<file path="config.mk">
export PLATFORM = sky130hd
export DESIGN_NAME = line_follow_steering_unit_flat
export DESIGN_NICKNAME = d
export VERILOG_FILES = /design/src/sv/lfs_pkg.sv /design/src/sv/lfs_sample_if.sv /design/src/sv/lfs_drive_if.sv /design/src/sv/lfs_sense.sv /design/src/sv/lfs_steer.sv /design/src/sv/line_follow_steering_unit.sv /design/src/flat_wrapper.sv
export SDC_FILE = /design/constraint.sdc
export NUM_CORES = 1
export LEC_CHECK = 0
export BUFFER_PORTS_ARGS = -buffer_cell sky130_fd_sc_hd__buf_2
export CORE_AREA = 4 4 168 89
export CTS_CLUSTER_DIAMETER = 150
export CTS_CLUSTER_SIZE = 30
export DETAILED_ROUTE_END_ITERATION = 8
export DIE_AREA = 0 0 172 93
export PLACE_DENSITY = 0.77
export SYNTH_ARGS = -nofsm -noshare
export SYNTH_HDL_FRONTEND = slang
export SYNTH_SLANG_ARGS = --single-unit
</file>
<file path="constraint.sdc">
create_clock -name i_clk -period 2.8 [get_ports i_clk]
set_clock_uncertainty 0.1 [all_clocks]
set_input_delay 0.28 -clock i_clk [delete_from_list [all_inputs] [get_ports i_clk]]
set_output_delay 0.28 -clock i_clk [all_outputs]
set_load 0.1 [all_outputs]
</file>
<file path="src/sv/lfs_pkg.sv">
// Package for the line-follow steering unit: shared types, register indexes,
// reset values and steering constants. No dependencies.
package lfs_pkg;

    localparam int SAMPLE_WIDTH_DEF = 10;
    localparam int DRIVE_LIMIT_DEF  = 255;
    localparam int NUM_SENSORS      = 5;
    localparam int CFG_INDEX_WIDTH  = 3;
    localparam int SPEED_WIDTH      = 8;
    localparam int MAG_WIDTH        = 8;
    localparam int TURN_WIDTH       = 3;
    // Internal positive drive width: holds the largest speed plus offset.
    localparam int DRIVE_WIDTH      = 10;

    typedef logic [CFG_INDEX_WIDTH-1:0] t_cfg_index;

    localparam t_cfg_index CFG_THRESHOLD_S0 = 3'd0;
    localparam t_cfg_index CFG_THRESHOLD_S1 = 3'd1;
    localparam t_cfg_index CFG_THRESHOLD_S2 = 3'd2;
    localparam t_cfg_index CFG_THRESHOLD_S3 = 3'd3;
    localparam t_cfg_index CFG_THRESHOLD_S4 = 3'd4;
    localparam t_cfg_index CFG_CRUISE_SPEED = 3'd5;

    localparam int THRESHOLD_S0_RESET = 310;
    localparam int THRESHOLD_S1_RESET = 270;
    localparam int THRESHOLD_S2_RESET = 280;
    localparam int THRESHOLD_S3_RESET = 310;
    localparam int THRESHOLD_S4_RESET = 240;
    localparam logic [SPEED_WIDTH-1:0] CRUISE_SPEED_RESET = 8'd130;

    localparam logic [DRIVE_WIDTH-1:0] GENTLE_BOOST = 10'd20;
    localparam logic [DRIVE_WIDTH-1:0] HARD_BOOST   = 10'd30;
    localparam logic [DRIVE_WIDTH-1:0] PIVOT_BACK   = 10'd50;
    localparam logic [DRIVE_WIDTH-1:0] SEARCH_BACK  = 10'd60;

    typedef logic signed [TURN_WIDTH-1:0] t_turn;

    localparam t_turn TURN_HARD_LEFT   = -3'sd2;
    localparam t_turn TURN_LEFT        = -3'sd1;
    localparam t_turn TURN_STRAIGHT    = 3'sd0;
    localparam t_turn TURN_RIGHT       = 3'sd1;
    localparam t_turn TURN_HARD_RIGHT  = 3'sd2;

    typedef struct packed {
        logic [MAG_WIDTH-1:0] mag;
        logic                 rev;
    } t_drive;

endpackage

</file>
<file path="src/sv/lfs_sample_if.sv">
// Input channel of the line-follow steering unit: one word of five sensor
// samples and the run flag. Depends on nothing but its width parameter.
interface lfs_sample_if #(
    parameter int SAMPLE_WIDTH = 10
);
    logic                    valid;
    logic                    ready;
    logic [SAMPLE_WIDTH-1:0] sample_s0;
    logic [SAMPLE_WIDTH-1:0] sample_s1;
    logic [SAMPLE_WIDTH-1:0] sample_s2;
    logic [SAMPLE_WIDTH-1:0] sample_s3;
    logic [SAMPLE_WIDTH-1:0] sample_s4;
    logic                    run_enable;

    modport source (
        output valid, sample_s0, sample_s1, sample_s2, sample_s3, sample_s4, run_enable,
        input  ready
    );
    modport sink (
        input  valid, sample_s0, sample_s1, sample_s2, sample_s3, sample_s4, run_enable,
        output ready
    );
endinterface

</file>
<file path="src/sv/lfs_drive_if.sv">
// Output channel of the line-follow steering unit: one word of wheel drives,
// line bits and heading memory. Field widths are fixed.
interface lfs_drive_if;
    logic              valid;
    logic              ready;
    logic [7:0]        left_magnitude;
    logic              left_reverse;
    logic [7:0]        right_magnitude;
    logic              right_reverse;
    logic [4:0]        line_bits;
    logic signed [2:0] heading_memory;

    modport source (
        output valid, left_magnitude, left_reverse, right_magnitude, right_reverse,
               line_bits, heading_memory,
        input  ready
    );
    modport sink (
        input  valid, left_magnitude, left_reverse, right_magnitude, right_reverse,
               line_bits, heading_memory,
        output ready
    );
endinterface

</file>
<file path="src/sv/lfs_sense.sv">
// Threshold stage: compares each sensor sample with its own threshold.
// Depends on lfs_pkg.
module lfs_sense #(
    parameter int SAMPLE_WIDTH    = lfs_pkg::SAMPLE_WIDTH_DEF,
    parameter int THRESHOLD_WIDTH = 10
) (
    input  logic [lfs_pkg::NUM_SENSORS-1:0][SAMPLE_WIDTH-1:0]    i_samples,
    input  logic [lfs_pkg::NUM_SENSORS-1:0][THRESHOLD_WIDTH-1:0] i_thresholds,
    output logic [lfs_pkg::NUM_SENSORS-1:0]                      o_line_bits
);

    always_comb begin
        for (int i = 0; i < lfs_pkg::NUM_SENSORS; i++) begin
            o_line_bits[i] = THRESHOLD_WIDTH'(i_samples[i]) >= i_thresholds[i];
        end
    end

endmodule

</file>
<file path="src/sv/lfs_steer.sv">
// Steering rule: maps line bits, cruise speed and the remembered turn to
// saturated wheel drives and the next turn memory. Depends on lfs_pkg.
module lfs_steer #(
    parameter int DRIVE_LIMIT = lfs_pkg::DRIVE_LIMIT_DEF
) (
    input  logic [lfs_pkg::NUM_SENSORS-1:0] i_line_bits,
    input  logic                            i_run,
    input  logic [lfs_pkg::SPEED_WIDTH-1:0] i_cruise,
    input  lfs_pkg::t_turn                  i_last_turn,
    output lfs_pkg::t_turn                  o_next_turn,
    output lfs_pkg::t_drive                 o_left,
    output lfs_pkg::t_drive                 o_right
);

    localparam logic [lfs_pkg::DRIVE_WIDTH-1:0] LIMIT = lfs_pkg::DRIVE_WIDTH'(DRIVE_LIMIT);

    logic [lfs_pkg::DRIVE_WIDTH-1:0] c_full;
    logic [lfs_pkg::DRIVE_WIDTH-1:0] c_half;
    logic [lfs_pkg::DRIVE_WIDTH-1:0] c_gentle;
    logic [lfs_pkg::DRIVE_WIDTH-1:0] c_hard;
    logic [lfs_pkg::DRIVE_WIDTH-1:0] l_mag;
    logic [lfs_pkg::DRIVE_WIDTH-1:0] r_mag_raw;
    logic                            l_neg;
    logic                            r_neg;

    function automatic lfs_pkg::t_drive make_drive(
        input logic [lfs_pkg::DRIVE_WIDTH-1:0] mag,
        input logic                            neg
    );
        lfs_pkg::t_drive d;
        logic [lfs_pkg::DRIVE_WIDTH-1:0] sat;
        // Backward drives are small constants, well inside the limit.
        sat = (!neg && (mag > LIMIT)) ? LIMIT : mag;
        d.mag = sat[lfs_pkg::MAG_WIDTH-1:0];
        d.rev = neg;
        return d;
    endfunction

    assign c_full   = lfs_pkg::DRIVE_WIDTH'(i_cruise);
    assign c_half   = lfs_pkg::DRIVE_WIDTH'(i_cruise >> 1);
    assign c_gentle = c_full + lfs_pkg::GENTLE_BOOST;
    assign c_hard   = c_full + lfs_pkg::HARD_BOOST;

    always_comb begin
        o_next_turn = i_last_turn;
        l_mag       = '0;
        r_mag_raw   = '0;
        l_neg       = 1'b0;
        r_neg       = 1'b0;
        if (i_run) begin
            if (i_line_bits[2] && !i_line_bits[1] && !i_line_bits[3]) begin
                l_mag = c_full;
                r_mag_raw = c_full;
                o_next_turn = lfs_pkg::TURN_STRAIGHT;
            end else if (i_line_bits[1] && !i_line_bits[0]) begin
                l_mag = c_half;
                r_mag_raw = c_gentle;
                o_next_turn = lfs_pkg::TURN_LEFT;
            end else if (i_line_bits[0]) begin
                l_mag = lfs_pkg::PIVOT_BACK;
                l_neg = 1'b1;
                r_mag_raw = c_hard;
                o_next_turn = lfs_pkg::TURN_HARD_LEFT;
            end else if (i_line_bits[3] && !i_line_bits[4]) begin
                l_mag = c_gentle;
                r_mag_raw = c_half;
                o_next_turn = lfs_pkg::TURN_RIGHT;
            end else if (i_line_bits[4]) begin
                l_mag = c_hard;
                r_mag_raw = lfs_pkg::PIVOT_BACK;
                r_neg = 1'b1;
                o_next_turn = lfs_pkg::TURN_HARD_RIGHT;
            end else if (i_last_turn < lfs_pkg::TURN_STRAIGHT) begin
                // Line lost: search toward the side it was last seen on.
                l_mag = lfs_pkg::SEARCH_BACK;
                l_neg = 1'b1;
                r_mag_raw = c_full;
            end else if (i_last_turn > lfs_pkg::TURN_STRAIGHT) begin
                l_mag = c_full;
                r_mag_raw = lfs_pkg::SEARCH_BACK;
                r_neg = 1'b1;
            end else begin
                l_mag = c_full;
                r_mag_raw = c_full;
            end
        end
    end

    assign o_left  = make_drive(l_mag, l_neg);
    assign o_right = make_drive(r_mag_raw, r_neg);

endmodule

</file>
<file path="src/sv/line_follow_steering_unit.sv">
// Line-follow steering unit, top level. Depends on lfs_pkg, lfs_sample_if,
// lfs_drive_if, lfs_sense and lfs_steer.
// Path: a word accepted into the input register is steered and held in the output register, which offers it.
// Throughput: one word per cycle; a stalled result holds off the input only once
// the input register holds a word as well.
// Reset: valid flags clear, configuration registers take their defaults, turn memory straight ahead.
module line_follow_steering_unit #(
    parameter int SAMPLE_WIDTH = lfs_pkg::SAMPLE_WIDTH_DEF,
    parameter int DRIVE_LIMIT  = lfs_pkg::DRIVE_LIMIT_DEF
) (
    input  logic                    i_clk,
    input  logic                    i_rst_n,
    lfs_sample_if.sink              i_sens,
    lfs_drive_if.source             o_drive,
    input  logic                    i_cfg_we,
    input  lfs_pkg::t_cfg_index     i_cfg_index,
    input  logic [SAMPLE_WIDTH-1:0] i_cfg_data
);

    // Thresholds are wide enough to hold their reset values at any sample width.
    localparam int THRESHOLD_WIDTH = (SAMPLE_WIDTH > 10) ? SAMPLE_WIDTH : 10;
    localparam int NS = lfs_pkg::NUM_SENSORS;

    logic [NS-1:0][THRESHOLD_WIDTH-1:0] r_thresholds;
    logic [lfs_pkg::SPEED_WIDTH-1:0]    r_cruise;
    lfs_pkg::t_turn                     r_last_turn;

    logic                               r_s1_valid;
    logic [NS-1:0][SAMPLE_WIDTH-1:0]    r_s1_samples;
    logic                               r_s1_run;

    logic                               r_out_valid;
    lfs_pkg::t_drive                    r_out_left;
    lfs_pkg::t_drive                    r_out_right;
    logic [NS-1:0]                      r_out_bits;
    lfs_pkg::t_turn                     r_out_turn;

    logic                               out_load;
    logic                               in_accept;
    logic [NS-1:0]                      line_bits;
    lfs_pkg::t_turn                     n_last_turn;
    lfs_pkg::t_drive                    left_drive;
    lfs_pkg::t_drive                    right_drive;

    assign out_load     = r_s1_valid && (!r_out_valid || o_drive.ready);
    assign i_sens.ready = !r_s1_valid || out_load;
    assign in_accept    = i_sens.valid && i_sens.ready;

    lfs_sense #(
        .SAMPLE_WIDTH    (SAMPLE_WIDTH),
        .THRESHOLD_WIDTH (THRESHOLD_WIDTH)
    ) u_sense (
        .i_samples    (r_s1_samples),
        .i_thresholds (r_thresholds),
        .o_line_bits  (line_bits)
    );

    lfs_steer #(
        .DRIVE_LIMIT (DRIVE_LIMIT)
    ) u_steer (
        .i_line_bits (line_bits),
        .i_run       (r_s1_run),
        .i_cruise    (r_cruise),
        .i_last_turn (r_last_turn),
        .o_next_turn (n_last_turn),
        .o_left      (left_drive),
        .o_right     (right_drive)
    );

    always_ff @(posedge i_clk) begin
        if (!i_rst_n) begin
            r_thresholds[0] <= THRESHOLD_WIDTH'(lfs_pkg::THRESHOLD_S0_RESET);
            r_thresholds[1] <= THRESHOLD_WIDTH'(lfs_pkg::THRESHOLD_S1_RESET);
            r_thresholds[2] <= THRESHOLD_WIDTH'(lfs_pkg::THRESHOLD_S2_RESET);
            r_thresholds[3] <= THRESHOLD_WIDTH'(lfs_pkg::THRESHOLD_S3_RESET);
            r_thresholds[4] <= THRESHOLD_WIDTH'(lfs_pkg::THRESHOLD_S4_RESET);
            r_cruise        <= lfs_pkg::CRUISE_SPEED_RESET;
        end else if (i_cfg_we) begin
            case (i_cfg_index)
                lfs_pkg::CFG_THRESHOLD_S0: r_thresholds[0] <= THRESHOLD_WIDTH'(i_cfg_data);
                lfs_pkg::CFG_THRESHOLD_S1: r_thresholds[1] <= THRESHOLD_WIDTH'(i_cfg_data);
                lfs_pkg::CFG_THRESHOLD_S2: r_thresholds[2] <= THRESHOLD_WIDTH'(i_cfg_data);
                lfs_pkg::CFG_THRESHOLD_S3: r_thresholds[3] <= THRESHOLD_WIDTH'(i_cfg_data);
                lfs_pkg::CFG_THRESHOLD_S4: r_thresholds[4] <= THRESHOLD_WIDTH'(i_cfg_data);
                lfs_pkg::CFG_CRUISE_SPEED: r_cruise <= i_cfg_data[lfs_pkg::SPEED_WIDTH-1:0];
                default: ;
            endcase
        end
    end

    always_ff @(posedge i_clk) begin
        if (!i_rst_n) begin
            r_s1_valid  <= 1'b0;
            r_out_valid <= 1'b0;
            r_last_turn <= lfs_pkg::TURN_STRAIGHT;
        end else begin
            if (in_accept) begin
                r_s1_valid <= 1'b1;
            end else if (out_load) begin
                r_s1_valid <= 1'b0;
            end
            if (out_load) begin
                r_out_valid <= 1'b1;
                r_last_turn <= n_last_turn;
            end else if (o_drive.ready) begin
                r_out_valid <= 1'b0;
            end
        end
    end

    always_ff @(posedge i_clk) begin
        if (in_accept) begin
            r_s1_samples[0] <= i_sens.sample_s0;
            r_s1_samples[1] <= i_sens.sample_s1;
            r_s1_samples[2] <= i_sens.sample_s2;
            r_s1_samples[3] <= i_sens.sample_s3;
            r_s1_samples[4] <= i_sens.sample_s4;
            r_s1_run        <= i_sens.run_enable;
        end
        if (out_load) begin
            r_out_left  <= left_drive;
            r_out_right <= right_drive;
            r_out_bits  <= line_bits;
            r_out_turn  <= n_last_turn;
        end
    end

    assign o_drive.valid           = r_out_valid;
    assign o_drive.left_magnitude  = r_out_left.mag;
    assign o_drive.left_reverse    = r_out_left.rev;
    assign o_drive.right_magnitude = r_out_right.mag;
    assign o_drive.right_reverse   = r_out_right.rev;
    assign o_drive.line_bits       = r_out_bits;
    assign o_drive.heading_memory  = r_out_turn;

endmodule

</file>
<file path="src/flat_wrapper.sv">
// flat-port wrapper written by rule: the top's interface ports become plain ports
module line_follow_steering_unit_flat 
#(
    parameter int SAMPLE_WIDTH = lfs_pkg::SAMPLE_WIDTH_DEF,
    parameter int DRIVE_LIMIT  = lfs_pkg::DRIVE_LIMIT_DEF
)
  (i_clk, i_rst_n, i_cfg_we, i_cfg_index, i_cfg_data, i_sens_valid, i_sens_sample_s0, i_sens_sample_s1, i_sens_sample_s2, i_sens_sample_s3, i_sens_sample_s4, i_sens_run_enable, i_sens_ready, o_drive_valid, o_drive_left_magnitude, o_drive_left_reverse, o_drive_right_magnitude, o_drive_right_reverse, o_drive_line_bits, o_drive_heading_memory, o_drive_ready);
  lfs_sample_if #(.SAMPLE_WIDTH(SAMPLE_WIDTH)) i_sens_i ();
  lfs_drive_if o_drive_i ();
  input  logic i_clk;
  input  logic i_rst_n;
  input  logic i_cfg_we;
  input  lfs_pkg::t_cfg_index i_cfg_index;
  input  logic [SAMPLE_WIDTH-1:0] i_cfg_data;
  input wire logic [$bits(i_sens_i.valid)-1:0] i_sens_valid;
  input wire logic [$bits(i_sens_i.sample_s0)-1:0] i_sens_sample_s0;
  input wire logic [$bits(i_sens_i.sample_s1)-1:0] i_sens_sample_s1;
  input wire logic [$bits(i_sens_i.sample_s2)-1:0] i_sens_sample_s2;
  input wire logic [$bits(i_sens_i.sample_s3)-1:0] i_sens_sample_s3;
  input wire logic [$bits(i_sens_i.sample_s4)-1:0] i_sens_sample_s4;
  input wire logic [$bits(i_sens_i.run_enable)-1:0] i_sens_run_enable;
  output wire logic [$bits(i_sens_i.ready)-1:0] i_sens_ready;
  output wire logic [$bits(o_drive_i.valid)-1:0] o_drive_valid;
  output wire logic [$bits(o_drive_i.left_magnitude)-1:0] o_drive_left_magnitude;
  output wire logic [$bits(o_drive_i.left_reverse)-1:0] o_drive_left_reverse;
  output wire logic [$bits(o_drive_i.right_magnitude)-1:0] o_drive_right_magnitude;
  output wire logic [$bits(o_drive_i.right_reverse)-1:0] o_drive_right_reverse;
  output wire logic [$bits(o_drive_i.line_bits)-1:0] o_drive_line_bits;
  output wire logic [$bits(o_drive_i.heading_memory)-1:0] o_drive_heading_memory;
  input wire logic [$bits(o_drive_i.ready)-1:0] o_drive_ready;
  assign i_sens_i.valid = i_sens_valid;
  assign i_sens_i.sample_s0 = i_sens_sample_s0;
  assign i_sens_i.sample_s1 = i_sens_sample_s1;
  assign i_sens_i.sample_s2 = i_sens_sample_s2;
  assign i_sens_i.sample_s3 = i_sens_sample_s3;
  assign i_sens_i.sample_s4 = i_sens_sample_s4;
  assign i_sens_i.run_enable = i_sens_run_enable;
  assign i_sens_ready = i_sens_i.ready;
  assign o_drive_valid = o_drive_i.valid;
  assign o_drive_left_magnitude = o_drive_i.left_magnitude;
  assign o_drive_left_reverse = o_drive_i.left_reverse;
  assign o_drive_right_magnitude = o_drive_i.right_magnitude;
  assign o_drive_right_reverse = o_drive_i.right_reverse;
  assign o_drive_line_bits = o_drive_i.line_bits;
  assign o_drive_heading_memory = o_drive_i.heading_memory;
  assign o_drive_i.ready = o_drive_ready;
  line_follow_steering_unit #(.SAMPLE_WIDTH(SAMPLE_WIDTH), .DRIVE_LIMIT(DRIVE_LIMIT)) u_core (.i_clk(i_clk), .i_rst_n(i_rst_n), .i_sens(i_sens_i), .o_drive(o_drive_i), .i_cfg_we(i_cfg_we), .i_cfg_index(i_cfg_index), .i_cfg_data(i_cfg_data));
endmodule
</file>
# Word-level counts from Yosys, hierarchy flattened
# Index checks and enable logic that the tools add are counted.
# word_totals
elab_cells,104
ff_bits,140
in_bits,69
output_inout_bits,28
# op_classes
reduce_logical,27
n_addsub,2
eq_ne,5
n_mux,40
order_cmp,9
# op_table
cell,n
9-bit 2-to-1 mux,10
10-bit greater-or-equal comparator,5
8-bit 2-to-1 mux,5
10-bit by 8-bit greater-than comparator with 1-bit output (second input constant),2
1-bit 2-to-1 mux,19
8-bit by 5-bit adder with 9-bit output (second input constant),2
3-bit 2-to-1 mux,6
2-bit AND reduction,6
1-bit logical AND,8
1-bit logical NOT,8
3-bit by 2-bit == test with 1-bit output (second input constant),2
3-bit == test (second input constant),2
2-bit nonzero test,2
3-bit by 1-bit == test with 1-bit output (second input constant),1
3-bit by 1-bit greater-than comparator with 1-bit output (second input constant),1
3-bit logical NOT,1
3-bit by 1-bit less-than comparator with 1-bit output (second input constant),1
1-bit logical OR,2

# Logic depth before layout (Yosys ltp)
# Gate-level depths: netlist (run 1).
# logic_depth
ltp_word,11
depth_mapped,12
depth_no_buf,11

# Modules after synthesis
# A second synthesis (run 1) with hierarchy kept.
# unflattened
cells_unflattened,668
hier_area_um2,7066.8
# modules_own_cells
module,n_inst,cells_per_inst,seq_area_each_um2,area_each_um2
line_follow_steering_unit,1,307,3573.4,4566.9
lfs_sense,1,165,0.0,1257.5
lfs_steer,1,196,0.0,1242.4

# Worst setup path after synthesis (run 1)
# No wires, ideal clock.
# synth_timing
path_type,register to register
from,"register u_core.r_out_valid, in the netlist u_core.o_drive.valid"
to,"register u_core.r_s1_run, enable pin"
arrival_time_ns,2.955
path_stages_with_launch,4
slack_ns,-0.669
path_buffers,0
synth_period_minus_slack_ns,3.469
setup_ns,0.414
required_ns,2.286
path_cell_list,dfxtp_1 > nor2b_1 > nand2_1 > and2_1
# synth_between
elab_chain_cells,5
# synth_rtl
item,line_no,text
"start, declared",line_follow_steering_unit.sv:32,logic r_out_valid;
"start signal, assigned",line_follow_steering_unit.sv:94,r_out_valid <= 1'b0;
"start signal, assigned",line_follow_steering_unit.sv:103,r_out_valid <= 1'b1;
"start signal, assigned",line_follow_steering_unit.sv:106,r_out_valid <= 1'b0;
1-bit logical NOT,line_follow_steering_unit.sv:45,assign out_load = r_s1_valid && (!r_out_valid || o_drive.ready);
1-bit logical OR,line_follow_steering_unit.sv:45,
1-bit logical AND,line_follow_steering_unit.sv:45,
1-bit logical OR,line_follow_steering_unit.sv:46,assign i_sens.ready = !r_s1_valid || out_load;
via i_sens_ready,flat_wrapper.sv:22,output wire logic [$bits(i_sens_i.ready)-1:0] i_sens_ready;
1-bit logical AND,line_follow_steering_unit.sv:47,assign in_accept = i_sens.valid && i_sens.ready;
via u_core.in_accept,line_follow_steering_unit.sv:39,logic in_accept;
"end signal, assigned",line_follow_steering_unit.sv:118,r_s1_run <= i_sens.run_enable;
"end, declared",line_follow_steering_unit.sv:30,logic r_s1_run;
# The timed path passes the listed nets, and every way through them passes these cells.
# A chain may end at the register's enable or synchronous reset.

# Worst setup path in the final report (run 1)
# layout_timing
from,register u_core.r_s1_samples[37] in the netlist's numbering
to,"register u_core.r_out_right (netlist bit u_core.o_drive.right_magnitude[4]), data pin"
# layout_between
elab_chain_cells,9
word_cells_on_any_way,17
cone_classes,order compare: 2; mux: 10; reduce/logical: 5
# layout_rtl
item,line_no,text
"start, declared",line_follow_steering_unit.sv:29,logic [NS-1:0][SAMPLE_WIDTH-1:0] r_s1_samples;
10-bit greater-or-equal comparator (*),lfs_sense.sv:14,o_line_bits[i] = THRESHOLD_WIDTH'(i_samples[i]) >= i_thresholds[i];
via u_core.line_bits[3],line_follow_steering_unit.sv:40,logic [NS-1:0] line_bits;
1-bit logical AND,lfs_steer.sv:64,end else if (i_line_bits[3] && !i_line_bits[4]) begin
8-bit 2-to-1 mux or 1-bit 2-to-1 mux (tied branches),lfs_steer.sv:64,
9-bit 2-to-1 mux or 1-bit 2-to-1 mux (tied branches),lfs_steer.sv:59,end else if (i_line_bits[0]) begin
9-bit 2-to-1 mux or 1-bit 2-to-1 mux (tied branches),lfs_steer.sv:55,end else if (i_line_bits[1] && !i_line_bits[0]) begin
9-bit 2-to-1 mux or 1-bit 2-to-1 mux (tied branches),lfs_steer.sv:51,if (i_line_bits[2] && !i_line_bits[1] && !i_line_bits[3]) begin
9-bit 2-to-1 mux or 1-bit 2-to-1 mux (tied branches),lfs_steer.sv:50,if (i_run) begin
10-bit by 8-bit greater-than comparator with 1-bit output or 1-bit logical NOT (tied branches),lfs_steer.sv:33,sat = (!neg && (mag > LIMIT)) ? LIMIT : mag;
1-bit logical AND,lfs_steer.sv:33,
"end signal, assigned",line_follow_steering_unit.sv:122,r_out_right <= right_drive;
"end, declared",line_follow_steering_unit.sv:34,lfs_pkg::t_drive r_out_right;
# The timed path passes the listed nets; every way through them passes the cells marked *.

==> impl_metrics.csv, run 1 <==
group,metric,value,unit
status,outcome,"completed",
cts,cts_made_buffers,17,
global_routing,first_global_vias,5862,
timing,post-route-period-util,100,%
routing,drtPass1Iterations,5,
synthesis,synth-adder-area-share,9.79,%
synthesis,synth_top_family_by_area,"compound AO/OA/AOI/OAI gates",
synthesis,synth-xor-area-share,0.254,%
synthesis,synth_ff_type,"edfxtp_1",
critical_path,reg2reg_setup_slack,0.0002,ns
die,die_h,93,um
synthesis,synth-edff-count,77,
timing,setup_ws,0.000222,ns
synthesis,async_flop_share,0,%
power,powerDensity,582,nW/um^2
placed_design,dp_slack,-0.107,ns
global_routing,grt_util_all_layers,23.6,%
power,ir_drop,0.332,mV
synthesis,synth_area_per_cell,9.89,um^2
layout,num_antenna_cells,0,
routing,drtIter0Drc,522,
synthesis,synth_common_cells,"nand2_1, edfxtp_1, dfxtp_1, inv_1, ha_1",
synthesis,ys_seq_area_share,51.8,%
timing,relSlewSlack,30.6,%
critical_path,critPathArrivalTime,2.85,ns
placed_design,dp_hpwl,12600,um
die,std_cell_rows,30,
placed_design,place_inst,979,
cts,cts_tree,"yes",
die,io_pins,97,
cts,clock_sink_count,140,
power,power.leakage,0.00375,uW
routing,postRouteAntennaNets,0,
placed_design,numPortBuffers,96,
synthesis,synth_cells,698,
synthesis,yosysMostFrequentCell,"nand2_1",
cts,cts.htree.levels,4,
cts,clockRootBuffer,"clkbuf_16",
routing,dr_total_vias,5945,
synthesis,synth_nets,821,
synthesis,synth.area.top_cells,"edfxtp_1, dfxtp_1, ha_1",
timing,slew_viol_final,0,
cts,clock_path_buffers,2,
synthesis,synth_top_area_share,33.5,%
synthesis,synthSimpleGateAreaFrac,14.1,%
critical_path,critical_path_required,2.85,ns
routing,drc_errors,0,
timing,rsz0062_at_grt,"yes",
timing,finalSetupViolations,0,
placed_design,place.gp.congestion,0.948,
timing,worstMarginPinSlew,1.04,ns
layout,nFillCells,959,
global_routing,grt_max_degree,64,
worst_hold_path,worstHoldPathType,"in2reg",
timing,finalHoldViolations,0,
critical_path,path_class,"reg2reg",
layout,final_layout_size_suffix_gt1_share,25.9,%
synthesis,synth_cell_type_count,59,
die,die_w,172,um
layout,nNetsFinal,1011,
layout,syn_to_final_growth,34.6,%
global_routing,overflow,0,
global_routing,grt_first_pass_wirelength,29700,um
synthesis,yosysWarnings,0,
synthesis,syn-cell-area,6900,um^2
die,die_area,16000,um^2
layout,instances_no_fill,1077,
routing,wl_per_cell,17.5,um
synthesis,synth.mux.area_fraction,0.145,%
cts,clock_latency,0.41,ns
synthesis,ys_ff_latch,140,
synthesis,synth_compound_area_share,18.7,%
die,core,13400,um^2
synthesis,yosys.area.top_type,"edfxtp_1",
timing,fin_crit,2.80,ns
run,maxCapViolations,0,
routing,vias_per_cell,5.52,
cts,clk_pin_slew_worst_paths,0.06,ns
critical_path,worstPathMaxFanout,4,
die,start_util,51.7,%
critical_path,cp-start-kind,"flop",
routing,finalWirelength,18800,um
timing,fmax,0.357,GHz
critical_path,endpoint_kind,"flop",
global_routing,grt_antenna_before_repair,0,
layer usage:
| metal | routed length (um) | global-route usage [%] |
|---|---|---|
| met2 | 9100 | 39.4 |
| met4 | 288 | 6.47 |
| met3 | 1160 | 4.73 |
| met5 | 0 | 0 |
| met1 | 8250 | 31.5 |
state kept, by name, summed over array words and instances (netlist names):
signal and count:
u_core.o_drive.left_magnitude 8, u_core.o_drive.right_magnitude 8, u_core.o_drive.right_reverse 1, u_core.r_thresholds 50, u_core.r_s1_valid 1, u_core.o_drive.valid 1, u_core.o_drive.heading_memory 3, u_core.r_cruise 8
u_core.o_drive.line_bits 5, u_core.o_drive.left_reverse 1, u_core.r_s1_run 1, u_core.r_last_turn 3, u_core.r_s1_samples 50
kinds of logic (layout without fill, tap and decap cells):
group / Yosys count / count (layout)
xor+xnor: 2 / 2
flops: 140 / 140
fa+ha+maj: 54 / 54
buf+inv: 95 / 298
simple gates: 220 / 220
mux: 1 / 1
compound gates: 186 / 186
cells in the final DEF (no fill, tap or decap), types with 3 or more instances in the layout:
master,n
buf_2,96
ha_1,49
dfxtp_1,61
a41oi_1,3
a21oi_2,6
nor3_1,5
buf_6,7
nor2_2,3
nor2_1,24
a21o_1,4
a22oi_1,3
nor2_4,3
buf_4,45
clkinvlp_4,4
and2_1,3
edfxtp_1,77
a21oi_1,29
o21ai_0,23
a21boi_0,36
a211oi_2,4
ha_4,5
clkbuf_1,3
clkinv_4,5
inv_1,61
clkbuf_16,17
o22ai_1,4
a31oi_1,3
a211oi_1,7
nor2b_1,6
dlygate4sd3_1,51
nand2_1,134
o211ai_1,28
nand4_1,5
nand2b_1,7
nand3_1,14
o21ai_1,5
critical path: stages (launching register included):
cell and delay (ns):
edfxtp_1 0.41, ha_4 0.27, a211oi_2 0.20, nor2_1 0.09, nor3_2 0.21, and2_4 0.25
clkinvlp_4 0.17, buf_6 0.15, buf_6 0.11, or3_1 0.29, o21ai_1 0.09, o2bb2ai_1 0.13
a211oi_1 0.08
timing repair:
action / in CTS / in global routing
hold endpoints to repair: 51 / 0
hold buffers: 51 / 0
endpoints found under the setup margin: 14 / 19
setup buffers: 5 / 10
gates resized for setup: 16 / 49
pin swaps: 10 / 23
path summary, 6_finish.rpt:
check | startpoint | end | depth (start not counted)
max | u_core.r_s1_samples[37] | u_core.o_drive.right_magnitude[4] | 12
min | i_sens_valid | u_core.r_s1_valid | 3
max reg2reg | u_core.r_s1_samples[37] | u_core.o_drive.right_magnitude[4] | 12
min reg2reg | u_core.r_thresholds[48] | u_core.r_thresholds[48] | 2
area by class of cell:
class | instances | area, um^2 | share of cell area (%)
flip-flops and latches | 140 | 3580 | 38.5
multi-input cells | 463 | 3220 | 34.6
repair buffers | 201 | 1450 | 15.6
clock buffers | 20 | 437 | 4.70
inverters | 65 | 254 | 2.73
well taps | 176 | 220 | 2.37
clock inverters | 12 | 140 | 1.51
power breakdown:
part           switching (uW)  internal [uW]
registers                41.1           2270
clock network             871           1320
logic                     556            348
metrics by stage:
step	TNS [ns]	total power, uW	utilization, %	area (um^2)	hold WS (ns)
after detailed placement	-0.515	3100	58.3	7790	0.358
after floorplan	0	2830	-	6910	0.279
after CTS	0	5350	67.3	8990	0.00811
after global routing	-0.816	5610	69.6	9290	0.0308
final	0	5410	69.6	9290	0.0164
after global placement	0	3080	58.3	7790	0.354
(Power assumes the default switching activity.)
==> run 2: changes to the inputs <==
Settings changed: SETUP_SLACK_MARGIN set to 0.02.
==> impl_metrics.csv, run 2 (synthesized netlist as in run 1, its figures left out) <==
group,metric,value,unit
cts,clk_pin_slew_worst_paths,0.07,ns
power,power,5530,uW
layout,nNetsFinal,1006,
routing,maxUsedRoutingLayer,"met4",
timing,finalHoldViolations,0,
die,start_util,51.7,%
critical_path,worstPathMaxFanout,5,
routing,drc_errors,0,
cts,clock_latency,0.42,ns
critical_path,critPathArrivalTime,2.84,ns
layout,final_cell_mix,"nand2_1, buf_2, edfxtp_1, inv_1, dfxtp_1",
cts,cts_tree,"yes",
critical_path,path_class,"reg2reg",
critical_path,r2r_end,"u_core.o_drive.right_magnitude[3]",
routing,drtPass1Iterations,5,
routing,wl_met2,9430,um
cts,cts_made_buffers,17,
global_routing,first_global_vias,6088,
placed_design,place.gp.congestion,0.958,
layout,reg_top3,"u_core.r_s1_samples x50, u_core.r_thresholds x50",
critical_path,critical_path_required,2.84,ns
critical_path,r2r_cells,12,
layout,final_common_cell,"nand2_1",
cts,clock_sink_count,140,
power,powerDensity,593,nW/um^2
placed_design,dp_hpwl,12600,um
cts,cts.htree.levels,4,
critical_path,r2r-start,"u_core.r_s1_samples[9]",
global_routing,overflow,0,
die,std_cell_rows,30,
cts,clock_path_buffers,2,
layout,num_antenna_cells,0,
die,die_h,93,um
timing,rsz0062_at_grt,"yes",
routing,wl_met1,8190,um
timing,worstMarginPinSlew,1.01,ns
status,outcome,"completed",
critical_path,reg2reg_setup_slack,0.001,ns
timing,finalSetupViolations,0,
routing,dr_total_vias,5947,
timing,hold_slack,0.0263,ns
timing,slew_viol_final,0,
critical_path,cp-startpoint,"u_core.r_s1_samples[9]",
routing,vias_per_cell,5.55,
layout,final_layout_size_suffix_gt1_share,26.8,%
die,core,13400,um^2
timing,fmax,0.357,GHz
routing,drtIter0Drc,483,
cts,clockRootBuffer,"clkbuf_16",
global_routing,grt_max_degree,64,
global_routing,grt_antenna_before_repair,0,
placed_design,place_inst,979,
routing,routed-wl-met3,1100,um
power,power.leakage,0.00375,uW
critical_path,cp-start-kind,"flop",
global_routing,grt_util_all_layers,24.2,%
run,maxCapViolations,0,
die,io_pins,97,
timing,fin_crit,2.80,ns
die,die_w,172,um
placed_design,numPortBuffers,96,
routing,postRouteAntennaNets,0,
timing,post-route-period-util,100,%
routing,finalWirelength,19300,um
layout,syn_to_final_growth,35.1,%
critical_path,cp-endpoint,"u_core.o_drive.right_magnitude[3]",
global_routing,grt_first_pass_wirelength,30500,um
timing,relSlewSlack,32.5,%
critical_path,endpoint_kind,"flop",
worst_hold_path,worstHoldPathType,"in2reg",
routing,wl_per_cell,18.0,um
power,ir_drop,0.421,mV
layout,instances_no_fill,1072,
die,die_area,16000,um^2
layout,final_util,69.8,%
==> run 2: changes by cell type in the layout (fill, tap and decap cells not counted), moves of 3 or more <==
| cell | previous run | this run |
|---|---|---|
| o21ai_1 | 5 | 2 |
| o21ai_2 | 0 | 4 |
| a21oi_2 | 6 | 3 |
| inv_2 | 0 | 4 |
| ha_4 | 5 | 8 |
| clkbuf_1 | 3 | 0 |
| inv_8 | 0 | 4 |
| ha_1 | 49 | 45 |
| buf_4 | 45 | 39 |
==> run 2: repair_timing <==
item                                    CTS  global route
buffers inserted                          1             9
resized for setup                         9            62
hold endpoints to repair                 51             0
hold buffers                             51             0
pin swaps                                 4            31
endpoints found under the setup margin   13            18
cloned                                    0             0
==> run 2: critical path: stages (launching register included) <==
cell and delay [ns]:
edfxtp_1 0.42, ha_4 0.30, nand4_1 0.16, buf_4 0.19
nor3_2 0.26, nor2_4 0.07, buf_6 0.14, nand2_4 0.06
buf_6 0.10, nor2_1 0.05, buf_4 0.15, a222oi_1 0.39
a21oi_1 0.14
==> run 2: area by class of cell <==
type | instances | area (um^2)
clock buffers | 17 | 425
clock inverters | 15 | 185
fillers | 975 | 4040
inverters | 65 | 246
multi-input cells | 463 | 3260
flip-flops and latches | 140 | 3580
well taps | 176 | 220
repair buffers | 196 | 1410
==> run 2: worst min-delay path by stage <==
stage                                       start  depth (start not counted)  slack [ns]                      end
final                                i_sens_valid                          3        0.03        u_core.r_s1_valid
after global routing                 i_sens_valid                          3        0.04        u_core.r_s1_valid
after CTS                            i_sens_valid                          3        0.03        u_core.r_s1_valid
after detailed placement      i_sens_sample_s3[2]                          1        0.36  u_core.r_s1_samples[32]
after global placement    u_core.r_thresholds[14]                          2        0.36  u_core.r_thresholds[14]
after floorplan                 i_sens_run_enable                          0        0.28          u_core.r_s1_run
==> run 2: through the flow <==
stage	TNS (ns)	cell area [um^2]	worst slack (ns)
3_3_place_gp	-0.0316	7810	-0.0297
3_5_place_dp	-0.363	7810	-0.0641
2_1_floorplan	0	6910	0.201
4_1_cts	0	8970	0.0145
5_1_grt	-0.596	9330	-0.0662
6_report	0	9330	0.000955
==> run 2: per-layer routing <==
metal  track usage [%]  vias to the layer above
li1                  -                     2866
met1              30.5                     2801
met2              41.4                      234
met3              4.14                       46
met4              10.4                        0
met5                 0                        -
==> run 2: report_power, final <==
part / internal, uW / leakage, uW / switching, uW / total, uW
sequential: 2270 / 0.00126 / 40.2 / 2310
clock: 1350 / 0.000294 / 970 / 2320
combinational: 338 / 0.00220 / 555 / 893
